==> config.mk <==
export PLATFORM = sky130hd
export DESIGN_NAME = annexb_nal_unit_splitter
export DESIGN_NICKNAME = d
export VERILOG_FILES = /design/src/design/anb_pkg.sv /design/src/design/annexb_nal_unit_splitter.sv /design/src/design/anb_front.sv /design/src/design/anb_queue.sv /design/src/design/anb_back.sv
export SDC_FILE = /design/constraint.sdc
export NUM_CORES = 1
export LEC_CHECK = 0
export BUFFER_PORTS_ARGS = -buffer_cell sky130_fd_sc_hd__buf_2
export CORE_UTILIZATION = 56
export DETAILED_ROUTE_END_ITERATION = 10
export HOLD_SLACK_MARGIN = 0.06
export PLACE_DENSITY = 0.76
export SYNTH_ARGS = -nofsm -noshare
export SYNTH_HDL_FRONTEND = slang
export SYNTH_SLANG_ARGS = --single-unit
export TNS_END_PERCENT = 5
==> constraint.sdc <==
create_clock -name i_clk -period 5.5 [get_ports i_clk]
set_clock_uncertainty 0.05 [all_clocks]
set_input_delay 0.55 -clock i_clk [delete_from_list [all_inputs] [get_ports i_clk]]
set_output_delay 0.55 -clock i_clk [all_outputs]
set_load 0.05 [all_outputs]
==> src/design/anb_pkg.sv <==
`default_nettype none
// ----------------------------------------------------------------------------
// anb_pkg
// Shared types and constants of the Annex-B NAL unit splitter.
// ----------------------------------------------------------------------------
package anb_pkg;

    localparam int DEF_LENGTH_BITS = 24;
    localparam int DEF_QUEUE_DEPTH = 4;

    localparam int OUT_LEN_W = 24;
    localparam int TYPE_W    = 6;
    localparam int KIND_W    = 2;

    localparam logic [7:0] BYTE_ZERO = 8'h00;
    localparam logic [7:0] BYTE_ONE  = 8'h01;

    localparam logic [7:0] AVC_TYPE_MASK  = 8'h1F;
    localparam logic [7:0] HEVC_TYPE_MASK = 8'h3F;

    localparam logic [TYPE_W-1:0] AVC_TYPE_SPS  = 6'd7;
    localparam logic [TYPE_W-1:0] AVC_TYPE_PPS  = 6'd8;
    localparam logic [TYPE_W-1:0] HEVC_TYPE_VPS = 6'd32;
    localparam logic [TYPE_W-1:0] HEVC_TYPE_SPS = 6'd33;
    localparam logic [TYPE_W-1:0] HEVC_TYPE_PPS = 6'd34;

    localparam logic [KIND_W-1:0] KIND_NONE = 2'd0;
    localparam logic [KIND_W-1:0] KIND_VPS  = 2'd1;
    localparam logic [KIND_W-1:0] KIND_SPS  = 2'd2;
    localparam logic [KIND_W-1:0] KIND_PPS  = 2'd3;

    localparam logic CODEC_AVC  = 1'b0;
    localparam logic CODEC_HEVC = 1'b1;

    typedef struct packed {
        logic       unit_valid;
        logic       packet_end;
        logic [7:0] header_byte;
    } t_ev_ctl;

endpackage
`default_nettype wire

==> src/design/annexb_nal_unit_splitter.sv <==
`default_nettype none
// ----------------------------------------------------------------------------
// annexb_nal_unit_splitter
// Splits an Annex-B byte stream into NAL units and reports each unit's
// length, header type and parameter-set kind.
//
// Input side is a queue write port: one byte per transaction, taken when
// push is high and full is low; i_last_byte marks the packet's last byte.
// Result side is a queue read port: the oldest result sits on the o_ ports
// while empty is low and is taken when pop is high.
// The parser handles one byte per cycle while full is low. A byte that ends
// a unit passes through the event queue and then the output register.
// Results wait in a four-entry event queue plus the output register, so
// the parser keeps taking bytes while the receiver stalls; full rises
// only once the event queue is full.
// i_cfg_we writes i_cfg_data to the codec mode (0 H.264, 1 H.265); write it
// only while no results are pending.
// Reset clears parse state, the queue and the codec mode; no result is
// pending after reset.
// ----------------------------------------------------------------------------
module annexb_nal_unit_splitter #(
    parameter int LENGTH_BITS = anb_pkg::DEF_LENGTH_BITS,
    parameter int QUEUE_DEPTH = anb_pkg::DEF_QUEUE_DEPTH
) (
    input  wire logic                          i_clk,
    input  wire logic                          i_rst_n,
    input  wire logic                          i_cfg_we,
    input  wire logic                          i_cfg_data,
    input  wire logic                          push,
    output logic                               full,
    input  wire logic [7:0]                    i_data_byte,
    input  wire logic                          i_last_byte,
    input  wire logic                          pop,
    output logic                               empty,
    output logic                               o_unit_valid,
    output logic [anb_pkg::OUT_LEN_W-1:0]      o_unit_length,
    output logic [anb_pkg::TYPE_W-1:0]         o_unit_type,
    output logic [anb_pkg::KIND_W-1:0]         o_param_kind,
    output logic                               o_packet_end
);

    localparam int CTL_W = $bits(anb_pkg::t_ev_ctl);
    localparam int EV_W  = LENGTH_BITS + CTL_W;

    logic                   accept;
    anb_pkg::t_ev_ctl       f_ctl;
    logic [LENGTH_BITS-1:0] f_len;
    logic                   f_push;
    logic [EV_W-1:0]        q_rdata;
    logic                   q_nonempty;
    logic                   b_take;
    anb_pkg::t_ev_ctl       b_ctl;
    logic [LENGTH_BITS-1:0] b_len;

    assign accept = push && !full;
    assign b_ctl  = anb_pkg::t_ev_ctl'(q_rdata[EV_W-1:LENGTH_BITS]);
    assign b_len  = q_rdata[LENGTH_BITS-1:0];

    anb_front #(
        .LENGTH_BITS (LENGTH_BITS)
    ) u_front (
        .i_clk       (i_clk),
        .i_rst_n     (i_rst_n),
        .i_accept    (accept),
        .i_data_byte (i_data_byte),
        .i_last_byte (i_last_byte),
        .o_ev_ctl    (f_ctl),
        .o_ev_len    (f_len),
        .o_ev_push   (f_push)
    );

    anb_queue #(
        .DATA_W (EV_W),
        .DEPTH  (QUEUE_DEPTH)
    ) u_queue (
        .i_clk      (i_clk),
        .i_rst_n    (i_rst_n),
        .i_wr       (f_push),
        .i_wdata    ({f_ctl, f_len}),
        .i_rd       (b_take),
        .o_rdata    (q_rdata),
        .o_full     (full),
        .o_nonempty (q_nonempty)
    );

    anb_back #(
        .LENGTH_BITS (LENGTH_BITS)
    ) u_back (
        .i_clk         (i_clk),
        .i_rst_n       (i_rst_n),
        .i_cfg_we      (i_cfg_we),
        .i_cfg_data    (i_cfg_data),
        .i_ev_avail    (q_nonempty),
        .i_ev_ctl      (b_ctl),
        .i_ev_len      (b_len),
        .o_ev_take     (b_take),
        .pop           (pop),
        .empty         (empty),
        .o_unit_valid  (o_unit_valid),
        .o_unit_length (o_unit_length),
        .o_unit_type   (o_unit_type),
        .o_param_kind  (o_param_kind),
        .o_packet_end  (o_packet_end)
    );

endmodule
`default_nettype wire

==> src/design/anb_front.sv <==
`default_nettype none
// ----------------------------------------------------------------------------
// anb_front
// Byte parser: tracks start codes and unit length, posts unit-end events.
// ----------------------------------------------------------------------------
module anb_front #(
    parameter int LENGTH_BITS = anb_pkg::DEF_LENGTH_BITS
) (
    input  wire logic                   i_clk,
    input  wire logic                   i_rst_n,
    input  wire logic                   i_accept,
    input  wire logic [7:0]             i_data_byte,
    input  wire logic                   i_last_byte,
    output anb_pkg::t_ev_ctl            o_ev_ctl,
    output logic [LENGTH_BITS-1:0]      o_ev_len,
    output logic                        o_ev_push
);

    localparam logic [LENGTH_BITS-1:0] LEN_CAP = {LENGTH_BITS{1'b1}};

    logic                   r_inside;
    logic [1:0]             r_zrun;
    logic [LENGTH_BITS-1:0] r_count;
    logic [7:0]             r_hdr;
    logic                   r_cap;

    logic                   n_inside;
    logic [1:0]             n_zrun;
    logic [LENGTH_BITS-1:0] n_count;
    logic [7:0]             n_hdr;
    logic                   n_cap;

    logic                   is_sc;
    logic [2:0]             inc;
    logic [LENGTH_BITS:0]   sum_a;
    logic [LENGTH_BITS-1:0] body_count;
    logic [1:0]             zrun_step;
    logic [LENGTH_BITS:0]   sum_b;
    logic [LENGTH_BITS-1:0] total;

    assign is_sc = (i_data_byte == anb_pkg::BYTE_ONE) && (r_zrun >= 2'd2);

    always_comb begin
        if (i_data_byte == anb_pkg::BYTE_ZERO) begin
            inc = (r_zrun == 2'd3) ? 3'd1 : 3'd0;
        end else begin
            inc = {1'b0, r_zrun} + 3'd1;
        end
    end

    assign sum_a      = {1'b0, r_count} + (LENGTH_BITS+1)'(inc);
    assign body_count = !r_inside ? r_count :
                        (sum_a[LENGTH_BITS] ? LEN_CAP : sum_a[LENGTH_BITS-1:0]);

    always_comb begin
        if (i_data_byte == anb_pkg::BYTE_ZERO) begin
            zrun_step = (r_zrun == 2'd3) ? r_zrun : r_zrun + 2'd1;
        end else begin
            zrun_step = 2'd0;
        end
    end

    assign sum_b = {1'b0, body_count} + (LENGTH_BITS+1)'(zrun_step);
    assign total = !r_inside ? '0 :
                   (sum_b[LENGTH_BITS] ? LEN_CAP : sum_b[LENGTH_BITS-1:0]);

    always_comb begin
        o_ev_push            = 1'b0;
        o_ev_ctl.unit_valid  = 1'b0;
        o_ev_ctl.packet_end  = i_last_byte;
        o_ev_ctl.header_byte = r_hdr;
        o_ev_len             = '0;
        n_inside             = r_inside;
        n_zrun               = r_zrun;
        n_count              = r_count;
        n_hdr                = r_hdr;
        n_cap                = r_cap;
        if (is_sc) begin
            if (r_inside && (r_count != '0)) begin
                o_ev_push           = i_accept;
                o_ev_ctl.unit_valid = 1'b1;
                o_ev_len            = r_count;
            end else if (i_last_byte) begin
                o_ev_push = i_accept;
            end
            n_inside = !i_last_byte;
            n_zrun   = 2'd0;
            n_count  = '0;
            n_hdr    = '0;
            n_cap    = 1'b0;
        end else if (i_last_byte) begin
            o_ev_push = i_accept;
            if (r_inside && !r_cap) begin
                o_ev_ctl.header_byte = i_data_byte;
            end
            if (total != '0) begin
                o_ev_ctl.unit_valid = 1'b1;
                o_ev_len            = total;
            end
            n_inside = 1'b0;
            n_zrun   = 2'd0;
            n_count  = '0;
            n_hdr    = '0;
            n_cap    = 1'b0;
        end else begin
            if (i_data_byte == anb_pkg::BYTE_ZERO) begin
                n_zrun = (r_zrun == 2'd3) ? r_zrun : r_zrun + 2'd1;
            end else begin
                n_zrun = 2'd0;
            end
            n_count = body_count;
            if (r_inside && !r_cap) begin
                n_hdr = i_data_byte;
                n_cap = 1'b1;
            end
        end
    end

    always_ff @(posedge i_clk) begin
        if (!i_rst_n) begin
            r_inside <= 1'b0;
            r_zrun   <= 2'd0;
            r_count  <= '0;
            r_hdr    <= '0;
            r_cap    <= 1'b0;
        end else if (i_accept) begin
            r_inside <= n_inside;
            r_zrun   <= n_zrun;
            r_count  <= n_count;
            r_hdr    <= n_hdr;
            r_cap    <= n_cap;
        end
    end

endmodule
`default_nettype wire

==> src/design/anb_queue.sv <==
`default_nettype none
// ----------------------------------------------------------------------------
// anb_queue
// Small FIFO of unit-end events between the parser and the result stage.
// ----------------------------------------------------------------------------
module anb_queue #(
    parameter int DATA_W = 34,
    parameter int DEPTH  = anb_pkg::DEF_QUEUE_DEPTH
) (
    input  wire logic              i_clk,
    input  wire logic              i_rst_n,
    input  wire logic              i_wr,
    input  wire logic [DATA_W-1:0] i_wdata,
    input  wire logic              i_rd,
    output logic [DATA_W-1:0]      o_rdata,
    output logic                   o_full,
    output logic                   o_nonempty
);

    localparam int PTR_W = (DEPTH > 1) ? $clog2(DEPTH) : 1;
    localparam int CNT_W = $clog2(DEPTH + 1);
    localparam logic [PTR_W-1:0] PTR_LAST = PTR_W'(DEPTH - 1);
    localparam logic [CNT_W-1:0] CNT_FULL = CNT_W'(DEPTH);

    logic [DATA_W-1:0] r_mem [DEPTH];
    logic [PTR_W-1:0]  r_wptr;
    logic [PTR_W-1:0]  r_rptr;
    logic [CNT_W-1:0]  r_cnt;

    logic wr_en;
    logic rd_en;

    assign o_full     = (r_cnt == CNT_FULL);
    assign o_nonempty = (r_cnt != '0);
    assign wr_en      = i_wr && !o_full;
    assign rd_en      = i_rd && o_nonempty;
    assign o_rdata    = r_mem[r_rptr];

    always_ff @(posedge i_clk) begin
        if (wr_en) begin
            r_mem[r_wptr] <= i_wdata;
        end
    end

    always_ff @(posedge i_clk) begin
        if (!i_rst_n) begin
            r_wptr <= '0;
            r_rptr <= '0;
            r_cnt  <= '0;
        end else begin
            if (wr_en) begin
                r_wptr <= (r_wptr == PTR_LAST) ? '0 : r_wptr + PTR_W'(1);
            end
            if (rd_en) begin
                r_rptr <= (r_rptr == PTR_LAST) ? '0 : r_rptr + PTR_W'(1);
            end
            if (wr_en && !rd_en) begin
                r_cnt <= r_cnt + CNT_W'(1);
            end else if (rd_en && !wr_en) begin
                r_cnt <= r_cnt - CNT_W'(1);
            end
        end
    end

endmodule
`default_nettype wire

==> src/design/anb_back.sv <==
`default_nettype none
// ----------------------------------------------------------------------------
// anb_back
// Result stage: decodes unit type and parameter-set kind, holds the result.
// ----------------------------------------------------------------------------
module anb_back #(
    parameter int LENGTH_BITS = anb_pkg::DEF_LENGTH_BITS
) (
    input  wire logic                          i_clk,
    input  wire logic                          i_rst_n,
    input  wire logic                          i_cfg_we,
    input  wire logic                          i_cfg_data,
    input  wire logic                          i_ev_avail,
    input  wire anb_pkg::t_ev_ctl              i_ev_ctl,
    input  wire logic [LENGTH_BITS-1:0]        i_ev_len,
    output logic                               o_ev_take,
    input  wire logic                          pop,
    output logic                               empty,
    output logic                               o_unit_valid,
    output logic [anb_pkg::OUT_LEN_W-1:0]      o_unit_length,
    output logic [anb_pkg::TYPE_W-1:0]         o_unit_type,
    output logic [anb_pkg::KIND_W-1:0]         o_param_kind,
    output logic                               o_packet_end
);

    logic r_codec_mode;
    logic r_full;

    logic [anb_pkg::TYPE_W-1:0] n_type;
    logic [anb_pkg::KIND_W-1:0] n_kind;
    logic [7:0]                 hdr_shift;
    logic                       long_unit;
    logic [31:0]                len_ext;

    assign o_ev_take = i_ev_avail && (!r_full || pop);
    assign empty     = !r_full;
    assign long_unit = (i_ev_len > LENGTH_BITS'(1));
    assign len_ext   = 32'(i_ev_len);
    assign hdr_shift = i_ev_ctl.header_byte >> 1;

    always_comb begin
        n_type = '0;
        n_kind = anb_pkg::KIND_NONE;
        if (i_ev_ctl.unit_valid) begin
            if (r_codec_mode == anb_pkg::CODEC_HEVC) begin
                n_type = anb_pkg::TYPE_W'(hdr_shift & anb_pkg::HEVC_TYPE_MASK);
                if (long_unit) begin
                    case (n_type)
                        anb_pkg::HEVC_TYPE_VPS: n_kind = anb_pkg::KIND_VPS;
                        anb_pkg::HEVC_TYPE_SPS: n_kind = anb_pkg::KIND_SPS;
                        anb_pkg::HEVC_TYPE_PPS: n_kind = anb_pkg::KIND_PPS;
                        default:                n_kind = anb_pkg::KIND_NONE;
                    endcase
                end
            end else begin
                n_type = anb_pkg::TYPE_W'(i_ev_ctl.header_byte & anb_pkg::AVC_TYPE_MASK);
                if (long_unit) begin
                    case (n_type)
                        anb_pkg::AVC_TYPE_SPS: n_kind = anb_pkg::KIND_SPS;
                        anb_pkg::AVC_TYPE_PPS: n_kind = anb_pkg::KIND_PPS;
                        default:               n_kind = anb_pkg::KIND_NONE;
                    endcase
                end
            end
        end
    end

    always_ff @(posedge i_clk) begin
        if (!i_rst_n) begin
            r_codec_mode <= anb_pkg::CODEC_AVC;
            r_full       <= 1'b0;
        end else begin
            if (i_cfg_we) begin
                r_codec_mode <= i_cfg_data;
            end
            if (o_ev_take) begin
                r_full <= 1'b1;
            end else if (pop) begin
                r_full <= 1'b0;
            end
        end
    end

    always_ff @(posedge i_clk) begin
        if (o_ev_take) begin
            o_unit_valid  <= i_ev_ctl.unit_valid;
            o_unit_length <= i_ev_ctl.unit_valid ? len_ext[anb_pkg::OUT_LEN_W-1:0] : '0;
            o_unit_type   <= n_type;
            o_param_kind  <= n_kind;
            o_packet_end  <= i_ev_ctl.packet_end;
        end
    end

endmodule
`default_nettype wire

==> results.md <==
* Nets at 917
* Cells after synthesis at between 800 and 900
* Fillers at 1312
* GRT Total Usage at 25.3%
* Fin worst setup slack at 587 ps
* Total congestion overflow at 0
* Ys flop type: edfxtp_1
* Sequential cell area at between 5000 and 6000 µm²
* Achievable Freq at 0.204 GHz
* Worst-path clk slew at 60 ps
* Critical Path RT at between 5000 and 6000 ps
* Pleak at 0.00409 µW
* Die Y at 138 µm
* Relative slew slack at between 20 and 30%
* Post-CTS setup buffer count at 0
* Worst-Margin Slew at 1070 ps
* I/O pins at slightly above 50
* Reported max-cap violation count at 0
* H-tree levels at 1
* CP Cell Sequence: buf_2 -> nor4_1 -> nand2_1 -> nor2_1 -> o21ai_0 -> ha_1 -> fa_1 -> a21o_1 -> a41o_1 -> o22a_1 -> ha_1 -> a21oi_1 -> inv_1 -> a31oi_1 -> o41ai_1 -> a211oi_1 -> o2111a_1 -> nand4_1 -> nor4b_2 -> a21oi_1
* Area contributors post-synth: edfxtp_1 48%, dfxtp_1 8.9%, mux4_2 7.1%
* Synth cell types at 67
* Family with the most delay on the worst path: compound AO/OA/AOI/OAI gates
* Port Buf Inserts at 50
* Status: complete, but fails checks
* Layout cells sized above 1 at ~19%
* Final setup vio count at 0
* Vias in the first global route at 6846
* Syn-to-layout area delta at 12.1%
* Max IR drop VDD at about 0.36 mV
* Synth async-reset ratio at 0%
* Post_cts resized at 0
* Post-DRT Antenna Nets at 0
* Post-route setup TNS at 0 ps
* Setup WS pre-CTS at 178 ps
* CTS tree: done
* Min Tclk post-route at a little under 5000 ps
* Total core area at 18100 µm²
* Number of detailed-route iterations in the first pass at 8
* Syn_nets at 869
* Reg-to-reg slack, setup at about 650 ps
* GPL Wtd Cong at 0.982
* Hold WC Path Type: in2reg
* Yosys warning total at 0
* Cell Area, Synth at 10400 µm²
* Critical path class: in2reg
* Failing checks: design-rule violations
* P per Cell Area at 420 nW/µm²
* Multi-input logic area at 4240 µm²
* Leading area contributor after synthesis: edfxtp_1
* Max incr delay on CP at 490 ps
* Hold WS at 288 ps
* EDFF count, synth at 166
* Worst endpoint data arrival time at 5080 ps
* Via count at between 7000 and 8000
* Startpoint Class: primary input
* #FFs+latches synth at 212
* Post-DP HPWL at between 15000 and 20000 µm
* Die area at 19100 µm²
* Critical path's slowest cell: fa_1
* Placed instance count at ~1100
* Number of remaining DRC errors at 17
* Initial DRC count at 700
* Syn Area/Cell at about 12 µm²
* Inserted Clock Buffers at 22
* Die width at approximately 140 µm
* Num rows at 49
* Final Cycle Share at 89.3%
* Worst-skew pair later-pin latency at roughly 500 ps
* First-pass GRT wire length at approximately 38000 µm
* CTS Buffer Depth at 3
* Initial antenna violation count at 0
* Crit path max fanout at 7
* Vias per cell at 6.30
* Ant. Diodes at 0
* Layout Cells excl Fill at 1129
* CP endpoint kind: flop
* Largest net degree at the start of global routing at 45
* Hold Vio Cnt, Final at 0
* Worst path bufs/invs at 2
* Final WL at about 24000 µm
* Area share of the largest cell type after synthesis at 47.9%
* Slew Limit Fails at 0
* RSZ-0062 raised after global routing: no
* Root Buffer: clkbuf_16
* CTS Hold Bufs at 0
* CTS Sinks at 212
* Seq/Total Area, Yosys at between 50% and 60%
* Initial core utilization at between 50 and 60%
* Average wire per cell in the routed design at 21.1 µm
[flip-flops by register name (all words and copies together) (netlist names), named ones only]
signal and flops:
u_back.o_packet_end 1, u_back.o_param_kind 2, u_back.o_unit_length 24, u_back.o_unit_type 6
u_back.o_unit_valid 1, u_back.r_codec_mode 1, u_back.r_full 1, u_front.r_cap 1
u_front.r_count 24, u_front.r_hdr 7, u_front.r_inside 1, u_front.r_zrun 2
u_queue.r_cnt 3, u_queue.r_mem 132, u_queue.r_rptr 2, u_queue.r_wptr 2
[synth_stat cells, drive strengths merged (4+ instances only)]
cell and n:
a211oi 8, nor3 22, nand4 14, a21oi 45
nand2 54, and2 34, a22o 4, nor4b 4
nand2b 4, a21o 21, nor2b 43, a22oi 20
dfxtp 46, inv 19, or4 6, clkbuf 39
ha 15, mux2i 11, xor2 13, and4 7
mux4 33, edfxtp 166, nor4 27, mux2 10
a31oi 6, or3 4, a21boi 8, nand3 16
nor2 30, o21ai 31, xnor2 10, buf 14
[cell usage in the layout (no fill, tap or decap), types with 16 or more instances in the layout]
| master | netlist | routed |
|---|---|---|
| edfxtp_1 | 166 | 166 |
| a22oi_1 | 20 | 20 |
| a21oi_1 | 45 | 44 |
| dfxtp_1 | 46 | 45 |
| buf_2 | 10 | 50 |
| clkbuf_16 | 0 | 23 |
| nand2_1 | 54 | 54 |
| nor2b_1 | 43 | 43 |
| nor4_1 | 25 | 25 |
| buf_4 | 0 | 27 |
| inv_1 | 19 | 19 |
| nand3_1 | 16 | 16 |
| a21o_1 | 21 | 21 |
| and2_1 | 34 | 34 |
| nor2_1 | 30 | 30 |
| nor3_1 | 22 | 21 |
| mux4_2 | 33 | 33 |
| o21ai_0 | 30 | 30 |
[path summary, 6_finish.rpt]
| check | start | endpoint | cells past startpoint |
|---|---|---|---|
| setup / recovery | i_data_byte[5] | u_queue.r_mem[1][33] | 20 |
| hold / removal | i_data_byte[4] | u_front.r_hdr[4] | 3 |
| setup reg to reg | u_front.r_zrun[0] | u_queue.r_mem[1][33] | 16 |
| hold reg to reg | u_queue.r_cnt[2] | u_queue.r_cnt[2] | 2 |
[worst min-delay path: cells and delay by family]
| kind | cells | cell delay, ps |
|---|---|---|
| simple gates | 1 | 100 |
| buf+inv | 1 | 100 |
| compound gates | 1 | 70 |
[power breakdown]
group	switching, µW	leakage (µW)	internal (µW)
registers	99.0	0.00194	1980
logic	932	0.00180	449
clock network	614	0.000347	827
total	1650	0.00409	3260
[cell type report]
| class | count | share of cell area (%) |
|---|---|---|
| Sequential cell | 212 | 50.7 |
| Multi-Input combinational cell | 552 | 36.3 |
| Clock buffer | 25 | 5.09 |
| Timing Repair Buffer | 77 | 3.88 |
| Tap cell | 229 | 2.46 |
| Clock inverter | 15 | 0.987 |
| Inverter | 19 | 0.612 |
[routing by layer]
metal | routed length, µm | vias up | track usage [%]
li1 | - | 3310 | -
met1 | 10100 | 3397 | 35.6
met2 | 11200 | 352 | 40.7
met3 | 1810 | 56 | 2.87
met4 | 785 | 0 | 10.1
met5 | 0 | - | 0
[cell families (layout without fill, tap and decap cells)]
kind of cell	count (synthesis)	in the layout	synth area share [%]
and+or+nand+nor	283	283	15.7
DFF	212	212	56.8
AOI/OAI and AO/OA	174	174	11.2
buffers and inverters	72	136	2.73
muxes	54	54	9.29
xor gates and xnor gates	23	23	1.94
adders and majority gates	18	18	2.38
[through the flow]
step                      total power (µW)  instance area (µm²)  utilization (%)
after floorplan                       3190                10400                -
after global placement                3480                11000             60.6
after detailed placement              3500                11000             60.6
after CTS                             4940                11700             64.5
after global routing                  5090                11700             64.5
final                                 4900                11700             64.5
Power figures use the tool's default switching activity.
